File: src/hw/rtl/easing_curve_interpolator_top_defines.svh
// ----------------------------------------------------------------------------
// Easing curve interpolator assertion macros
// Shared property macros for the interpolator's internal checks.
// ----------------------------------------------------------------------------
`ifndef EASING_CURVE_INTERPOLATOR_TOP_DEFINES_SVH
`define EASING_CURVE_INTERPOLATOR_TOP_DEFINES_SVH
`ifndef SYNTHESIS
// Consequent holds in the same cycle as the antecedent.
`define ECINT_ASSERT_SAME(label, clk, rst_n, ante, cons) \
    label: assert property (@(posedge clk) disable iff (!rst_n) (ante) |-> (cons)) \
        else $error("assertion failed");
// Consequent holds in the cycle after the antecedent.
`define ECINT_ASSERT_NEXT(label, clk, rst_n, ante, cons) \
    label: assert property (@(posedge clk) disable iff (!rst_n) (ante) |=> (cons)) \
        else $error("assertion failed");
`else
`define ECINT_ASSERT_SAME(label, clk, rst_n, ante, cons)
`define ECINT_ASSERT_NEXT(label, clk, rst_n, ante, cons)
`endif
`endif

File: src/hw/rtl/ecint_pkg.sv
// ----------------------------------------------------------------------------
// Easing curve interpolator package
// Default widths, queue depth and curve family codes.
// ----------------------------------------------------------------------------
package ecint_pkg;

    localparam int VALUE_BITS_DEF    = 32;
    localparam int FRAME_BITS_DEF    = 16;
    localparam int FRACTION_BITS_DEF = 16;
    localparam int QUEUE_DEPTH       = 4;

    // Curve families. Linear runs as ease-in with a power of one.
    localparam logic [1:0] KIND_IN    = 2'd0;
    localparam logic [1:0] KIND_OUT   = 2'd1;
    localparam logic [1:0] KIND_INOUT = 2'd2;

    localparam logic [3:0] MODE_IN_FIRST    = 4'd1;
    localparam logic [3:0] MODE_IN_LAST     = 4'd4;
    localparam logic [3:0] MODE_OUT_FIRST   = 4'd5;
    localparam logic [3:0] MODE_OUT_LAST    = 4'd8;
    localparam logic [3:0] MODE_INOUT_FIRST = 4'd9;
    localparam logic [3:0] MODE_INOUT_LAST  = 4'd12;

endpackage

File: src/hw/rtl/ecint_queue.sv
// ----------------------------------------------------------------------------
// Easing curve interpolator queue
// Short first-in first-out buffer between the front and back ends.
// ----------------------------------------------------------------------------
module ecint_queue #(
    parameter int WIDTH = 8,
    parameter int DEPTH = ecint_pkg::QUEUE_DEPTH
) (
    input  logic             clk,
    input  logic             rst_n,
    input  logic             push,
    input  logic [WIDTH-1:0] push_item,
    output logic             full,
    input  logic             pop,
    output logic             head_valid,
    output logic [WIDTH-1:0] head_item
);

    localparam int PW = (DEPTH > 1) ? $clog2(DEPTH) : 1;
    localparam int CW = $clog2(DEPTH + 1);

    logic [WIDTH-1:0] mem_reg [DEPTH];
    logic [PW-1:0]    wr_ptr_reg;
    logic [PW-1:0]    wr_ptr_next;
    logic [PW-1:0]    rd_ptr_reg;
    logic [PW-1:0]    rd_ptr_next;
    logic [CW-1:0]    count_reg;
    logic [CW-1:0]    count_next;

    assign full       = count_reg == CW'(DEPTH);
    assign head_valid = count_reg != '0;
    assign head_item  = mem_reg[rd_ptr_reg];

    always_comb
    begin
        wr_ptr_next = wr_ptr_reg;
        rd_ptr_next = rd_ptr_reg;
        count_next  = count_reg;
        if (push)
        begin
            wr_ptr_next = (wr_ptr_reg == PW'(DEPTH - 1)) ? '0 : wr_ptr_reg + 1'b1;
        end
        if (pop)
        begin
            rd_ptr_next = (rd_ptr_reg == PW'(DEPTH - 1)) ? '0 : rd_ptr_reg + 1'b1;
        end
        if (push && !pop)
        begin
            count_next = count_reg + 1'b1;
        end
        else if (pop && !push)
        begin
            count_next = count_reg - 1'b1;
        end
    end

    always_ff @(posedge clk or negedge rst_n)
    begin
        if (!rst_n)
        begin
            wr_ptr_reg <= '0;
            rd_ptr_reg <= '0;
            count_reg  <= '0;
        end
        else
        begin
            wr_ptr_reg <= wr_ptr_next;
            rd_ptr_reg <= rd_ptr_next;
            count_reg  <= count_next;
        end
    end

    always_ff @(posedge clk)
    begin
        if (push)
        begin
            mem_reg[wr_ptr_reg] <= push_item;
        end
    end

endmodule

File: config.mk
export PLATFORM = sky130hd
export DESIGN_NAME = ecint_queue
export DESIGN_NICKNAME = d
export VERILOG_FILES = /design/src/hw/rtl/easing_curve_interpolator_top_defines.svh /design/src/hw/rtl/ecint_pkg.sv /design/src/hw/rtl/ecint_queue.sv
export SDC_FILE = /design/constraint.sdc
export NUM_CORES = 1
export LEC_CHECK = 0
export BUFFER_PORTS_ARGS = -buffer_cell sky130_fd_sc_hd__buf_2
export CAP_MARGIN = 15
export CORE_UTILIZATION = 55
export DETAILED_ROUTE_END_ITERATION = 10
export PLACE_DENSITY = 0.77
export SLEW_MARGIN = 20
export SYNTH_ARGS = -nofsm -noshare
export SYNTH_HDL_FRONTEND = slang
export SYNTH_SLANG_ARGS = --single-unit
File: constraint.sdc
create_clock -name clk -period 1.5 [get_ports clk]
set_input_delay 0.15 -clock clk [delete_from_list [all_inputs] [get_ports clk]]
set_output_delay 0.15 -clock clk [all_outputs]
set_load 0.02 [all_outputs]
# Yosys cells after proc, flatten, opt, wreduce, memory -nomap -nowiden
# Memory sizes are Yosys's and may differ from the RTL's.
# Index checks and enable logic that the tools add are counted.
# classes
addsub	4
mul	0
n_div	0
n_lt_le_gt_ge	0
n_eq_ne	3
shift	0
n_mux	6
bitwise_logic	0
n_reduce_logical	6
# ops
op	count
$mux W3	2
$add A2 B1 Y2 const B	2
$eq A2 B2 Y1 const B	2
$mux W2	2
$add A3 B1 Y3 const B	1
$eq A3 B3 Y1 const B	1
$reduce_bool A3 Y1	1
$sub A3 B1 Y3 const B	1
$logic_and A1 B1 Y1	2
$logic_not A1 Y1	2
$mux W1	2
$reduce_bool A2 Y1	1
# totals
regBits	7
latchBits	0
ram_bits	32
mem_bits_ro	0
input_bits	12
word_cells	23
memories	1
# mem_list
memory	words	word_bits	rd	rd_ports_with_merged_regs	write_ports	line	rtl
mem_reg	4	8	1	0	1	ecint_queue.sv:22	logic [WIDTH-1:0] mem_reg [DEPTH];

# Logic depth before layout (Yosys ltp)
# logic_depth
ltp_word	4
ltp_mapped	7
mapped_depth_nobuf	7

# Worst setup path after synthesis
# No wires, ideal clock.
# synth_path
path_kind	reg2reg
from	register count_reg[0]
to	register count_reg[2]
setup_time_ps	79
t_arrival_ps	1212
t_required_ps	1421
slack_ps	209
stages_incl_launch_ff	5
path_buffers	0
period_less_slack_ps	1291
path_cell_list	dfrtp_1 fa_1 xor2_1 nor2_1 xor2_1
# synth_via
elab_chain_len	3
word_cells_on_any_way	4
classes_between	add/sub: 2; mux: 2
# synth_rtl
element	line	rtl
from (decl)	ecint_queue.sv:27	logic [CW-1:0] count_reg;
from (signal assigned)	ecint_queue.sv:69	count_reg <= count_next;
$sub A3 B1 Y3	ecint_queue.sv:53	count_next = count_reg - 1'b1;
$mux W3	ecint_queue.sv:51	else if (pop && !push)
$mux W3 (*)	ecint_queue.sv:47	if (push && !pop)
# Every way passes the cells marked *; elsewhere a longest branch is shown, timed or not. The select of a mux whose other input is x is not followed.
# A chain may end at the register's enable or synchronous reset.

# Worst setup path after layout
# layout_path
from	register rd_ptr_reg[0]
to	output head_item[5]
# layout_via
elab_chain_len	1
# layout_rtl
element	line	rtl
from (decl)	ecint_queue.sv:25	logic [PW-1:0] rd_ptr_reg;
from (signal assigned)	ecint_queue.sv:68	rd_ptr_reg <= rd_ptr_next;
$mem_v2 Z4 W8	-	
to (decl)	ecint_queue.sv:16	output logic [WIDTH-1:0] head_item
# Every way passes these cells.

==> impl_metrics.yaml <==
route:
  drc: 2
  ant_nets: 0
  via_per_inst: 5.479
  wl_per_cell_um: 16.81
  vias: 789
  routed_wl_um: 2420
  drt_iter0_markers: 19
  drt-pass1-iter-count: 7
synth:
  synth_edf_count: 32
  synth-seq-cells: 39
  synthArstFlopShare_pct: 17.95
  synth.distinct_cells: 18
  netlist_instances: 79
  synth.cell_area_um2: 1572
  synth.yosys.seq_area_share_pct: 72.29
  avgSynthCellArea_um2: 19.89
  yosysWarnings: 0
  synth_nets: 98
  ys.flop_type: "edfxtp_1"
timing:
  clock_skew_ns: 0.005872
  rsz0062_at_grt: "true"
  slew_violations: 0
  setup-violations-final: 8
  worst_slack_ns: -0.1988
  fin_tns_setup_ns: -1.498
  relSlewSlack_pct: 72.71
  fmax_mhz: 588.7
  fin_crit_sh_pct: 113.3
  hold_viol_final: 0
  hold-worst-slack_ns: 0.03052
  tightest_slew_ns: 0.4093
  min_period_ns: 1.699
worst_setup_path:
  crit_required_ns: 1.35
  endpoint_kind: "output pin"
  critPathKind: "reg -> out"
  startpoint_type: "flop"
  cp.arrival_ns: 1.55
  critPathMaxFanout: 5
global_route:
  antenna_found_initial: 0
  met3_usage_pct: 5.152
  grtUsageTotal_pct: 18.45
  grt_max_degree: 12
  global_route.peak_usage_layer: "met2"
  grt.overflow.total: 0
  grtUsageMet1_pct: 21.15
  use_met2_pct: 29.43
  grt_pass1_vias: 836
  grt_pass1_wl_um: 3946
clock_tree:
  clock_sinks: 39
  clkTransAtPathRegs_ns: 0.11
  clock-root-buffer: "clkbuf_4"
  clkLatencyLatePin_ns: 0.33
  cts_tree: "yes"
  cts_buffers: 5
  htree_num_levels: 2
  clk_path_buf_depth: 2
die:
  io_pins: 22
  die_y_um: 55.46
  design.die.area_um2: 3075
  row_count: 19
  die_w_um: 55.46
  core_um2: 2734
  start_util_pct: 57.48
finish:
  diodes: 0
  area_delta_synth_final_pct: 19.98
  largest_reg_flops: 32
  final_nets: 131
  fin_cells: 144
  drive_above_1_share_pct: 38.05
  final_util_pct: 68.97
power_and_ir_drop:
  power_density_nw_per_um2: 1843
  total_leakage_power_uw: 0.0007181
  vdd_drop_max_v: 0.001478
placed_design:
  place.gp.congestion: 0.7377
  hpwlAfterDp_um: 1652
  io_buffers: 21
  dp_worst_setup_slack_ns: 0.04919
  dp.cells: 134
run_status:
  violations: "DRC, setup timing"
  outcome: "finished with violations"
run:
  cap_violations: 0
hold_path:
  hold_path_class: "in -> reg"
[metrics by stage]
step	total power [uW]	instance area (um^2)
2_1_floorplan	2401	1572
6_report	3476	1886
5_1_grt	3692	1886
3_5_place_dp	2798	1762
3_3_place_gp	2748	1762
4_1_cts	3508	1886
[where the power goes]
part           leakage (uW)  switching [uW]  internal [uW]
sequential         0.000377             161           1420
clock             0.0000273             311            174
combinational      0.000314             631            776
[cell type report]
type / instances / area (um^2)
well taps: 31 / 38.79
multi-input cells: 33 / 400.4
inverters: 5 / 18.77
clock inverters: 2 / 7.507
fillers: 174 / 848.3
clock buffers: 6 / 41.29
repair buffers: 28 / 242.7
flip-flops and latches: 39 / 1136
[routing by layer]
metal / vias to the layer above / share of wire [%]
met5: - / 0
met2: 16 / 51
met1: 397 / 43
li1: 368 / -
met3: 8 / 2.4
met4: 0 / 4.2
[cells by family (layout without fill, tap and decap cells)]
logic type | Yosys count | in the layout | synth area share [%]
AO/OA/AOI/OAI | 2 | 2 | 0.6370
XOR/XNOR | 3 | 3 | 1.672
adder cells (fa/ha/maj) | 7 | 7 | 6.051
buffers and inverters | 7 | 41 | 2.229
flip-flops | 39 | 39 | 72.29
multiplexers | 11 | 11 | 13.61
AND/OR/NAND/NOR | 10 | 10 | 3.503
[worst paths after layout]
check / from / to / slack (ns) / cells past startpoint
max in group asynchronous: rst_n / wr_ptr_reg[1] / 1.18 / 2
max reg2reg: count_reg[0] / count_reg[2] / 0.11 / 4
max: rd_ptr_reg[0] / head_item[5] / -0.20 / 3
min in group asynchronous: rst_n / rd_ptr_reg[0] / 0.17 / 2
min reg2reg: count_reg[2] / count_reg[2] / 0.50 / 1
min: push_item[7] / mem_reg[0][7] / 0.03 / 1
[cell usage after synthesis (2+ instances only)]
| cell type | instances | share of area (%) |
|---|---|---|
| edfxtp_1 | 32 | 61 |
| mux4_2 | 8 | 11 |
| dfrtp_1 | 7 | 11 |
| ha_1 | 6 | 4.8 |
| inv_1 | 5 | 1.2 |
| and2_1 | 4 | 1.6 |
| mux2_2 | 3 | 2.1 |
| nor2_1 | 2 | 0.48 |
| o21ai_0 | 2 | 0.64 |
| xor2_1 | 2 | 1.1 |
[cell usage in the layout (no fill, tap or decap)]
cell type	count
inv_1	5
mux4_2	8
mux2_2	3
fa_1	1
clkinv_1	2
buf_12	2
or3_1	1
buf_4	2
o21ai_0	2
edfxtp_1	32
nor3b_1	1
ha_1	6
nor2_1	2
clkbuf_1	1
xnor2_1	1
buf_2	13
nand2_1	1
clkbuf_4	5
and2_1	4
xor2_1	2
buf_6	10
dfrtp_1	7
nand3_1	1
dlygate4sd3_1	1
[timing repair]
action,CTS,global route
hold endpoints to repair,7,0
cloned,0,0
setup endpoints to repair,8,8
hold buffers,1,0
setup buffers,1,0
resized for setup,18,0
[critical path: stages, from the launching register on]
cell and delay [ns]:
dfrtp_1 0.40, buf_6 0.15, mux4_2 0.51, buf_6 0.15
Note: power is estimated with default switching activity, not from simulation.
